## src/hdl/hsv_to_rgb_converter_core_assert.svh

```systemverilog
// ----------------------------------------------------------------------------
// hsv_to_rgb_converter_core_assert.svh
// Assertion helpers for the HSV to RGB converter. Each macro expects a clock
// named clk and an active-low asynchronous reset named arst_n in scope.
// ----------------------------------------------------------------------------
`ifndef HSV_TO_RGB_CONVERTER_CORE_ASSERT_SVH
`define HSV_TO_RGB_CONVERTER_CORE_ASSERT_SVH

// Checks that a property holds at every clock edge outside reset.
`define HSV2RGB_ASSERT(lbl, prop, msg) \
	lbl: assert property (@(posedge clk) disable iff (!arst_n) prop) else $error(msg);

// Checks that a condition never becomes true outside reset.
`define HSV2RGB_ASSERT_NEVER(lbl, cond, msg) \
	`HSV2RGB_ASSERT(lbl, !(cond), msg)

`endif

```

## src/hdl/hsv2rgb_pkg.sv

```systemverilog
// ----------------------------------------------------------------------------
// hsv2rgb_pkg
// Shared constants, sextant codes and stage-to-stage structs of the HSV to
// RGB converter.
// ----------------------------------------------------------------------------
package hsv2rgb_pkg;

	// Pipeline depth from input register to output register.
	localparam int PIPE_DEPTH = 6;

	// Percent and channel full scale.
	localparam int PCT_FULL = 100;
	localparam int CH_FULL  = 255;
	localparam int HUE_TURN = 360;
	localparam int HUE_SEXT = 60;

	// Reciprocal constants for exact floor division by a constant.
	// floor(x / 360) for x < 2^16: (x * 46604) >> 24.
	localparam int HUE_RECIP       = 46604;
	localparam int HUE_RECIP_SHIFT = 24;
	// floor(x / 100) for x <= 25500: (x * 41944) >> 22.
	localparam int PCT_RECIP       = 41944;
	localparam int PCT_RECIP_SHIFT = 22;
	// floor(v * 255 / 100) folded into one constant.
	localparam int TOP_RECIP       = CH_FULL * PCT_RECIP;
	// floor(x / 60) for x <= 15045: (x * 17477) >> 20.
	localparam int SEXT_RECIP       = 17477;
	localparam int SEXT_RECIP_SHIFT = 20;

	// Hue sextant, named by the color span it covers.
	typedef enum logic [2:0] {
		SEXT_R2Y = 3'd0,
		SEXT_Y2G = 3'd1,
		SEXT_G2C = 3'd2,
		SEXT_C2B = 3'd3,
		SEXT_B2M = 3'd4,
		SEXT_M2R = 3'd5
	} sext_t;

	// Hue split result leaving the third stage.
	typedef struct packed {
		sext_t      sext;
		logic [5:0] rem;
	} hue_split_t;

	// Channel extremes leaving the third stage.
	typedef struct packed {
		logic [7:0] top;
		logic [7:0] bot;
	} level_t;

endpackage

```

## src/hdl/hsv2rgb_hue_split.sv

```systemverilog
// ----------------------------------------------------------------------------
// hsv2rgb_hue_split
// Stages one to three: reduces the hue modulo 360 and splits it into a
// sextant and a remainder below 60.
// ----------------------------------------------------------------------------
module hsv2rgb_hue_split (
	input  logic                     clk,
	input  logic                     en,
	input  logic [15:0]              hue,
	output hsv2rgb_pkg::hue_split_t  split_s3
);
	import hsv2rgb_pkg::*;

	logic [31:0] quot_prod;
	logic [7:0]  quot_s1;
	logic [15:0] hue_s1;
	logic [15:0] hue_red;
	logic [8:0]  hue_s2;
	hue_split_t  split_nxt;

	// Quotient by 360 through an exact reciprocal multiply.
	assign quot_prod = 32'(hue) * 32'(HUE_RECIP);

	assign hue_red = hue_s1 - 16'(16'(quot_s1) * 16'(HUE_TURN));

	always_comb begin
		if (hue_s2 < 9'(HUE_SEXT)) begin
			split_nxt.sext = SEXT_R2Y;
			split_nxt.rem  = 6'(hue_s2);
		end else if (hue_s2 < 9'(2 * HUE_SEXT)) begin
			split_nxt.sext = SEXT_Y2G;
			split_nxt.rem  = 6'(hue_s2 - 9'(HUE_SEXT));
		end else if (hue_s2 < 9'(3 * HUE_SEXT)) begin
			split_nxt.sext = SEXT_G2C;
			split_nxt.rem  = 6'(hue_s2 - 9'(2 * HUE_SEXT));
		end else if (hue_s2 < 9'(4 * HUE_SEXT)) begin
			split_nxt.sext = SEXT_C2B;
			split_nxt.rem  = 6'(hue_s2 - 9'(3 * HUE_SEXT));
		end else if (hue_s2 < 9'(5 * HUE_SEXT)) begin
			split_nxt.sext = SEXT_B2M;
			split_nxt.rem  = 6'(hue_s2 - 9'(4 * HUE_SEXT));
		end else begin
			split_nxt.sext = SEXT_M2R;
			split_nxt.rem  = 6'(hue_s2 - 9'(5 * HUE_SEXT));
		end
	end

	always_ff @(posedge clk) begin
		if (en) begin
			quot_s1  <= quot_prod[HUE_RECIP_SHIFT +: 8];
			hue_s1   <= hue;
			hue_s2   <= hue_red[8:0];
			split_s3 <= split_nxt;
		end
	end

endmodule

```

## src/hdl/hsv2rgb_level.sv

```systemverilog
// ----------------------------------------------------------------------------
// hsv2rgb_level
// Stages one to three: clamps saturation and value, then forms the channel
// maximum and minimum with reciprocal multiplies.
// ----------------------------------------------------------------------------
module hsv2rgb_level (
	input  logic                 clk,
	input  logic                 en,
	input  logic [6:0]           saturation,
	input  logic [6:0]           brightness,
	output hsv2rgb_pkg::level_t  level_s3
);
	import hsv2rgb_pkg::*;

	logic [6:0]  sat_cl;
	logic [6:0]  val_cl;
	logic [30:0] top_prod;
	logic [7:0]  top_s1;
	logic [6:0]  sinv_s1;
	logic [14:0] bot_prod_s2;
	logic [7:0]  top_s2;
	logic [30:0] bot_prod;

	assign sat_cl = (saturation > 7'(PCT_FULL)) ? 7'(PCT_FULL) : saturation;
	assign val_cl = (brightness > 7'(PCT_FULL)) ? 7'(PCT_FULL) : brightness;

	// floor(v * 255 / 100) in one constant multiply.
	assign top_prod = 31'(val_cl) * 31'(TOP_RECIP);

	// floor(top * (100 - s) / 100).
	assign bot_prod = 31'(bot_prod_s2) * 31'(PCT_RECIP);

	always_ff @(posedge clk) begin
		if (en) begin
			top_s1       <= top_prod[PCT_RECIP_SHIFT +: 8];
			sinv_s1      <= 7'(PCT_FULL) - sat_cl;
			bot_prod_s2  <= 15'(top_s1) * 15'(sinv_s1);
			top_s2       <= top_s1;
			level_s3.top <= top_s2;
			level_s3.bot <= bot_prod[PCT_RECIP_SHIFT +: 8];
		end
	end

endmodule

```

## src/hdl/hsv2rgb_mix.sv

```systemverilog
// ----------------------------------------------------------------------------
// hsv2rgb_mix
// Stages four to six: forms the ramp between minimum and maximum and routes
// max, min, rising and falling values to the three channels.
// ----------------------------------------------------------------------------
module hsv2rgb_mix (
	input  logic                     clk,
	input  logic                     en,
	input  hsv2rgb_pkg::hue_split_t  split_s3,
	input  hsv2rgb_pkg::level_t      level_s3,
	output logic [7:0]               red_s6,
	output logic [7:0]               green_s6,
	output logic [7:0]               blue_s6
);
	import hsv2rgb_pkg::*;

	logic [13:0] span_prod_s4;
	sext_t       sext_s4;
	level_t      level_s4;
	logic [28:0] ramp_prod;
	logic [7:0]  ramp_s5;
	sext_t       sext_s5;
	level_t      level_s5;
	logic [7:0]  up_val;
	logic [7:0]  down_val;
	logic [7:0]  red_nxt;
	logic [7:0]  green_nxt;
	logic [7:0]  blue_nxt;

	// floor(span * rem / 60) through an exact reciprocal multiply.
	assign ramp_prod = 29'(span_prod_s4) * 29'(SEXT_RECIP);

	// The ramp never exceeds the span, so neither result wraps.
	assign up_val   = level_s5.bot + ramp_s5;
	assign down_val = level_s5.top - ramp_s5;

	always_comb begin
		case (sext_s5)
			SEXT_R2Y: begin
				red_nxt = level_s5.top; green_nxt = up_val;       blue_nxt = level_s5.bot;
			end
			SEXT_Y2G: begin
				red_nxt = down_val;     green_nxt = level_s5.top; blue_nxt = level_s5.bot;
			end
			SEXT_G2C: begin
				red_nxt = level_s5.bot; green_nxt = level_s5.top; blue_nxt = up_val;
			end
			SEXT_C2B: begin
				red_nxt = level_s5.bot; green_nxt = down_val;     blue_nxt = level_s5.top;
			end
			SEXT_B2M: begin
				red_nxt = up_val;       green_nxt = level_s5.bot; blue_nxt = level_s5.top;
			end
			default: begin
				red_nxt = level_s5.top; green_nxt = level_s5.bot; blue_nxt = down_val;
			end
		endcase
	end

	always_ff @(posedge clk) begin
		if (en) begin
			span_prod_s4 <= 14'(level_s3.top - level_s3.bot) * 14'(split_s3.rem);
			sext_s4      <= split_s3.sext;
			level_s4     <= level_s3;
			ramp_s5      <= ramp_prod[SEXT_RECIP_SHIFT +: 8];
			sext_s5      <= sext_s4;
			level_s5     <= level_s4;
			red_s6       <= red_nxt;
			green_s6     <= green_nxt;
			blue_s6      <= blue_nxt;
		end
	end

endmodule

```

## src/hdl/hsv_to_rgb_converter_core.sv

```systemverilog
// Throughput: one beat per cycle; the six-stage pipeline advances as a whole
// whenever the output register is empty or its beat is being taken.
// Reset clears only the stage valid bits; data registers are not reset.
// ----------------------------------------------------------------------------
// hsv_to_rgb_converter_core
// Converts one HSV color per beat into 8-bit red, green and blue plus the
// 24-bit GRB word in LED strip wire order. Hue is reduced modulo 360;
// saturation and value above 100 percent are clamped to 100.
// ----------------------------------------------------------------------------
`include "hsv_to_rgb_converter_core_assert.svh"

module hsv_to_rgb_converter_core (
	input  logic        clk,
	input  logic        arst_n,
	input  logic        in_valid,
	output logic        in_ready,
	input  logic [15:0] hue,
	input  logic [6:0]  saturation,
	input  logic [6:0]  brightness,
	output logic        out_valid,
	input  logic        out_ready,
	output logic [7:0]  red,
	output logic [7:0]  green,
	output logic [7:0]  blue,
	output logic [23:0] grb_word
);
	import hsv2rgb_pkg::*;

	// One valid bit per stage; bit zero is stage one, the top bit is the
	// output register.
	logic [PIPE_DEPTH-1:0] stage_valid_q;
	logic                  advance;
	hue_split_t            split_s3;
	level_t                level_s3;

	// The whole pipeline moves together. It stalls only when the output
	// register holds a beat that the consumer is not taking, so a bubble in
	// the middle never blocks the input while the output is free.
	assign advance  = !stage_valid_q[PIPE_DEPTH-1] || out_ready;
	assign in_ready = advance;

	always_ff @(posedge clk or negedge arst_n) begin
		if (!arst_n) begin
			stage_valid_q <= '0;
		end else if (advance) begin
			stage_valid_q <= {stage_valid_q[PIPE_DEPTH-2:0], in_valid};
		end
	end

	// Hue path: modulo 360, then sextant and remainder.
	hsv2rgb_hue_split u_hue_split (
		.clk      (clk),
		.en       (advance),
		.hue      (hue),
		.split_s3 (split_s3)
	);

	// Level path: channel maximum and minimum from value and saturation.
	hsv2rgb_level u_level (
		.clk        (clk),
		.en         (advance),
		.saturation (saturation),
		.brightness (brightness),
		.level_s3   (level_s3)
	);

	// Ramp and channel routing; the last stage is the output register.
	hsv2rgb_mix u_mix (
		.clk      (clk),
		.en       (advance),
		.split_s3 (split_s3),
		.level_s3 (level_s3),
		.red_s6   (red),
		.green_s6 (green),
		.blue_s6  (blue)
	);

	assign out_valid = stage_valid_q[PIPE_DEPTH-1];
	assign grb_word  = {green, red, blue};

	// A stalled output beat must stay in the pipeline.
	`HSV2RGB_ASSERT(a_stall_keeps_beat, out_valid && !out_ready |=> out_valid,
		"output beat lost during stall")
	// An accepted input beat must land in stage one.
	`HSV2RGB_ASSERT(a_accept_enters, in_valid && in_ready |=> stage_valid_q[0],
		"accepted beat did not enter stage one")
	// The minimum never exceeds the maximum.
	`HSV2RGB_ASSERT_NEVER(a_level_order, stage_valid_q[2] && (level_s3.bot > level_s3.top),
		"channel minimum above maximum")
	// The hue remainder stays inside one sextant.
	`HSV2RGB_ASSERT_NEVER(a_rem_range, stage_valid_q[2] && (split_s3.rem > 6'(HUE_SEXT - 1)),
		"hue remainder out of range")

endmodule
```

## config.mk

```make
export PLATFORM = sky130hd
export DESIGN_NAME = hsv_to_rgb_converter_core
export DESIGN_NICKNAME = d
export VERILOG_FILES = /design/src/hdl/hsv2rgb_pkg.sv /design/src/hdl/hsv2rgb_hue_split.sv /design/src/hdl/hsv2rgb_level.sv /design/src/hdl/hsv2rgb_mix.sv /design/src/hdl/hsv_to_rgb_converter_core.sv
export VERILOG_INCLUDE_DIRS = /design/src /design/src/hdl
export SDC_FILE = /design/constraint.sdc
export NUM_CORES = 1
export LEC_CHECK = 0
export ABC_AREA = 0
export ABC_CLOCK_PERIOD_IN_PS = 8000
export BUFFER_PORTS_ARGS = -buffer_cell sky130_fd_sc_hd__buf_2
export CAP_MARGIN = 0
export CORE_UTILIZATION = 30
export DETAILED_ROUTE_END_ITERATION = 6
export PLACE_DENSITY = 0.51
export SLEW_MARGIN = 20
export SYNTH_ARGS = -nofsm -noshare
export SYNTH_HDL_FRONTEND = slang
export SYNTH_SLANG_ARGS = --single-unit
export TNS_END_PERCENT = 5
```

## constraint.sdc

```tcl
create_clock -name clk -period 8 [get_ports clk]
set_input_delay 0 -clock clk [delete_from_list [all_inputs] [get_ports clk]]
set_output_delay 0 -clock clk [all_outputs]
set_load 0.02 [all_outputs]
```

==> flow_metrics.tcl, run 1 <==
set metrics [dict create \
    clock_path_buffers 2 \
    antenna_found_initial 0 \
    cts_tree "yes" \
    multi_input_area_um2 14600 \
    path_class "reg -> reg" \
    cp.required_ps 8230 \
    hold_class "in -> reg" \
    areaGrowthSynthToFinish_pct 10.3 \
    synth_top_cell_by_area "ha_1" \
    die_x_um 272 \
    route.met2.wl_um 21600 \
    dp.cells 3101 \
    synth.most_common_cell "inv_1" \
    io_buffers 83 \
    fin_crit_sh 0.682 \
    max_cap_viol_count 0 \
    gp_congestion 0.824 \
    synth.cell_area_um2 21900 \
    netlist_instances 2108 \
    async_reset_ff_frac 0.0339 \
    drt_pass1_iterations 5 \
    grt_max_degree 67 \
    antennaDiodeCount 0 \
    clock-sinks 177 \
    core_um2 71900 \
    drive_gt1_frac 0.0649 \
    syn_nets 2792 \
    ctsResizeCount 0 \
    wirelength_um 44200 \
    rsz0062_at_grt "no" \
    drtIter0Drc 584 \
    finalSetupViolCount 0 \
    clockRootBuffer "clkbuf_16" \
    yosys-top-cells-count "inv_1 (472), ha_1 (428), fa_1 (222), edfxtp_1 (171), nand2_1 (116)" \
    synth-warning-count 0 \
    io_pins 84 \
    dieHeight_um 272 \
    min_period_ps 5450 \
    drc_errors 0 \
    cts_hold_buf 21 \
    regArea_um2 5290 \
    grt_usage 0.127 \
    viasPerCell 4.51 \
    yosysUniqueCellTypes 65 \
    yosysSeqAreaShare 0.242 \
    start_util 0.305 \
    fill_cells 7332 \
    die-area_um2 74000 \
    grt_pass1_vias 15200 \
    endpoint_kind "flip-flop" \
    yosys_register_bits 177 \
    insertion_delay_ps 490 \
    skew_ps 14.6 \
    routedLengthMet1_um 20900 \
    dp_slack_ps 2500 \
    slew_headroom 0.368 \
    fmax_mhz 183 \
    finalSetupTns_ps 0 \
    cts_max_level 4 \
    final_hold_viol_count 0 \
    avgSynthCellArea_um2 10.4 \
    cp_max_fo 6 \
    post_drt_wl_per_cell_um 14.0 \
    cp-start-kind "flip-flop" \
    grt-ovfl-total 0 \
    num-nets-final 2876 \
    instances_no_fill 3155 \
    post_cts_buffers 0 \
    synth_ff_type "edfxtp_1" \
    grt_first_pass_wirelength_um 75500 \
    dpl.hpwl_um 37300 \
    wl_met3_um 930 \
    tightest_slew_ps 940 \
    top_layer "met4" \
    std_cell_rows 98 \
    drv_slew 0 \
    clk_pin_slew_ps 80 \
    ys_top_cells_by_area "ha_1 (24%), edfxtp_1 (23%), fa_1 (20%)" \
    reg2reg_slack_ps 2550 \
    worstPathArrival_ps 5690 \
    cts_buffers 17 \
    worst_slack_ps 2550 \
    yosysTopAreaCellShare 0.245 \
    vias 14200 \
    status "complete, no violations" \
    synth-edff-count 171 \
    final_antenna_net_count 0 \
]
[critical path, cell delays in order (launching register included)]
cell	delay, ps
edfxtp_1	400
inv_1	60
ha_1	280
nor2b_1	130
o21ai_0	200
a21boi_0	140
o21ai_0	240
nand2_1	100
xor2_1	280
and2_1	190
fa_1	400
inv_1	80
fa_1	430
fa_1	540
inv_1	40
ha_1	320
a21o_1	190
a21oi_1	210
nor2b_1	80
o21a_1	180
o41ai_1	380
o21ai_0	190
xnor2_1	150
[routing by layer]
layer,vias to the layer above,track usage
met4,0,0.0376
met5,-,0
met1,6914,0.161
met2,117,0.220
li1,7165,-
met3,39,0.0190
[flip-flops by register name (all words and copies together), names as in the netlist, 9 cells and up]
register / count
u_mix.level_s5: 16
u_mix.span_prod_s4: 14
u_level.bot_prod_s2: 15
u_hue_split.split_s3: 9
u_mix.level_s4: 16
u_hue_split.hue_s1: 9
u_hue_split.hue_s2: 9
u_level.level_s3: 16
[logic make-up (layout without fill, tap and decap cells)]
logic type,count (synthesis),in the layout,synth area share
compound gates,265,265,0.0804
xor+xnor,96,96,0.0384
fa+ha+maj,650,650,0.448
buf+inv,517,614,0.0928
flops,177,177,0.242
mux,28,28,0.0134
simple gates,375,375,0.0857
[path summary, 6_finish.rpt]
check / from / end / cells after the start
min in group asynchronous: arst_n / stage_valid_q[5]$_DFFE_PN0P_ / 3
max: u_level.level_s3[1]$_DFFE_PP_ / u_mix.span_prod_s4[13]$_DFFE_PP_ / 22
min reg2reg: u_mix.level_s4[7]$_DFFE_PP_ / u_mix.level_s5[7]$_DFFE_PP_ / 0
max in group asynchronous: arst_n / stage_valid_q[1]$_DFFE_PN0P_ / 3
min: in_valid / stage_valid_q[0]$_DFFE_PN0P_ / 3
max reg2reg: u_level.level_s3[1]$_DFFE_PP_ / u_mix.span_prod_s4[13]$_DFFE_PP_ / 22
[stage by stage]
stage                util  hold WS, ps  cell area (µm²)
global placement    0.324         -178            23300
global route        0.336          273            24100
floorplan               -         -296            21900
finish              0.336          286            24100
CTS                 0.336          240            24100
detailed placement  0.324         -170            23300
[cell usage in the layout (no fill, tap or decap), drive strengths merged, types with 28 or more instances in the layout]
master,count
xnor2,66
ha,428
inv,481
nand2,116
and2,59
nor2,59
xor2,30
nor3,28
a21oi,70
buf,88
edfxtp,171
o21ai,64
fa,222
[area by class of cell]
cell class,count,area share
clock buffer,17,0.0176
clock inverter,15,0.00938
inverter,473,0.0735
multi-input combinational,1414,0.604
sequential,177,0.219
tap,950,0.0492
timing repair buffer,109,0.0278
Power of run 1 is not shown: default switching activity piles up to over one toggle a cycle in this logic, so the estimate is an artifact.
==> run 2: changes to the inputs <==
ABC_AREA = 1   (was 0)
ABC_CLOCK_PERIOD_IN_PS = 5300   (was 8000)
PLACE_DENSITY = 0.5   (was 0.51)
clock period = 5.3 ns   (was 8 ns; I/O delays follow)
==> flow_metrics.tcl, run 2 <==
set metrics [dict create \
    clockRootBuffer "clkbuf_16" \
    skew_ps 16.9 \
    antenna_found_initial 1 \
    areaGrowthSynthToFinish_pct 9.90 \
    final_cell_mix "inv_1 (689), nand2_1 (494), ha_1 (428)" \
    drc_errors 0 \
    finalSetupTns_ps 0 \
    cp.required_ps 5540 \
    tightest_slew_ps 738 \
    clock-sinks 177 \
    status "complete, no violations" \
    yosys_register_bits 177 \
    clock_path_buffers 2 \
    synth_top_cell_by_area "ha_1" \
    vias 17800 \
    die-area_um2 81200 \
    synth.cell_area_um2 24000 \
    rsz0062_at_grt "no" \
    syn_nets 3498 \
    top_layer "met5" \
    reg2reg_slack_ps 380 \
    finalSetupViolCount 0 \
    clk_pin_slew_ps 80 \
    grt-ovfl-total 0 \
    hold_end "u_hue_split.hue_s1[6]$_DFFE_PP_" \
    avgSynthCellArea_um2 8.53 \
    antennaDiodeCount 0 \
    netlist_instances 2814 \
    std_cell_rows 103 \
    slew_headroom 0.508 \
    cts_max_level 4 \
    synth.most_common_cell "inv_1" \
    final_antenna_net_count 0 \
    synth-edff-count 171 \
    cp-start-kind "primary input" \
    drt_pass1_iterations 6 \
    start_util 0.304 \
    yosysUniqueCellTypes 48 \
    max_cap_viol_count 0 \
    die_x_um 285 \
    hold_depth 2 \
    fin_crit_sh 0.932 \
    route.met2.wl_um 26200 \
    yosysSeqAreaShare 0.220 \
    r2r_end "u_mix.span_prod_s4[13]$_DFFE_PP_" \
    cp_max_fo 6 \
    hold_class "in -> reg" \
    worstPathArrival_ps 5180 \
    synth-warning-count 0 \
    endpoint_kind "flip-flop" \
    fmax_mhz 202 \
    drv_slew 0 \
    min_from "hue[6]" \
    grt_first_pass_wirelength_um 91500 \
    drtIter0Drc 845 \
    viasPerCell 4.48 \
    dpl.hpwl_um 46800 \
    final_hold_viol_count 0 \
    num-nets-final 3589 \
    routedLengthMet1_um 26500 \
    ys_top_cells_by_area "ha_1 (22%), edfxtp_1 (21%), fa_1 (19%)" \
    wl_met3_um 1340 \
    top_regs "u_level.level_s3: 16 flops, u_mix.level_s4: 16 flops, u_mix.level_s5: 16 flops" \
    yosysTopAreaCellShare 0.223 \
    core_um2 79100 \
    r2r_start "u_level.level_s3[0]$_DFFE_PP_" \
    wirelength_um 55100 \
    gp_congestion 0.865 \
    insertion_delay_ps 490 \
    worstRegToRegCells 23 \
    yosys-top-cells-count "inv_1 (689), nand2_1 (495), ha_1 (428), fa_1 (222), nor2_1 (176)" \
    cts_tree "yes" \
    grt_max_degree 128 \
    path_class "in -> reg" \
    post_drt_wl_per_cell_um 13.9 \
    drive_gt1_frac 0.0541 \
    grt_usage 0.141 \
    async_reset_ff_frac 0.0339 \
    cts_buffers 17 \
    io_buffers 83 \
    grt_pass1_vias 18100 \
    dieHeight_um 285 \
    post_cts_buffers 0 \
    synth_ff_type "edfxtp_1" \
    layout_commonest_cell "inv_1" \
    min_period_ps 4940 \
    io_pins 84 \
]
## run 2: cell count changes after synthesis, moves of 24 or more
cell / previous run / this run
xnor2_1: 66 / 26
and2_1: 59 / 0
inv_1: 472 / 689
nor2b_1: 24 / 0
nor2_1: 59 / 176
nand3_1: 24 / 108
nand4_1: 8 / 46
nand2_1: 116 / 495
a21oi_1: 70 / 127
## run 2: layout make-up
type	instances	area [µm²]
fillers	8357	52700
well taps	1050	1310
inverters	698	2630
clock buffers	19	443
clock inverters	13	168
repair buffers	109	676
flip-flops and latches	177	5290
multi-input cells	1902	15900
## run 2: stage by stage
step	setup WS, ps	utilization	hold WS [ps]	cell area [µm²]	instances
after floorplan	596	-	-296	24000	2814
after global placement	268	0.323	-169	25600	3915
after detailed placement	228	0.323	-170	25600	3915
after CTS	203	0.333	16.6	26400	3968
after global routing	2.47	0.334	6.61	26400	3968
final	361	0.334	5.97	26400	3968
## run 2: cell families (layout without fill, tap and decap cells)
family	count (synthesis)	in the layout	synth area share
simple gates	890	890	0.157
buf+inv	735	839	0.119
fa+ha+maj	650	650	0.408
xor+xnor	73	73	0.0266
flops	177	177	0.220
compound gates	289	289	0.0688
## run 2: how the worst max path moves through the flow
| stage | start | end | slack [ps] | cells past startpoint |
|---|---|---|---|---|
| 3_3_place_gp | u_level.level_s3[0]$_DFFE_PP_ | u_mix.span_prod_s4[13]$_DFFE_PP_ | 270 | 23 |
| 4_1_cts | u_level.level_s3[0]$_DFFE_PP_ | u_mix.span_prod_s4[13]$_DFFE_PP_ | 200 | 23 |
| 3_5_place_dp | u_level.level_s3[0]$_DFFE_PP_ | u_mix.span_prod_s4[13]$_DFFE_PP_ | 230 | 23 |
| 2_1_floorplan | u_level.level_s3[0]$_DFFE_PP_ | u_mix.span_prod_s4[13]$_DFFE_PP_ | 600 | 22 |
| 5_1_grt | u_level.level_s3[0]$_DFFE_PP_ | u_mix.span_prod_s4[13]$_DFFE_PP_ | 2 | 23 |
| 6_report | hue[5] | u_hue_split.quot_s1[4]$_DFFE_PP_ | 360 | 22 |
## run 2: metal layers
layer	track usage	up-vias
met5	0	-
met3	0.0184	52
met1	0.188	8351
li1	-	9127
met2	0.238	230
met4	0.0376	2
## run 2: timing repair
action                     4_1_cts  5_1_grt
hold buffers                    21        0
gates resized for setup          0        2
hold endpoints to repair        21        0
setup endpoints to repair        0        2
## run 2: worst max-delay path, stage by stage
cell           delay (ps)
dlygate4sd3_1         530
buf_2                 180
ha_1                  290
inv_1                  80
fa_1                  540
inv_1                  50
fa_1                  520
inv_1                  50
fa_1                  530
inv_1                  50
fa_1                  520
inv_1                  50
fa_1                  490
inv_1                  40
ha_1                  310
a21o_1                180
a21boi_0              310
o21ai_0               160
nand3_1               110
nand3_1                70
nand2_1                60
nand2_1                40
Power of run 2 is left out for the same reason.
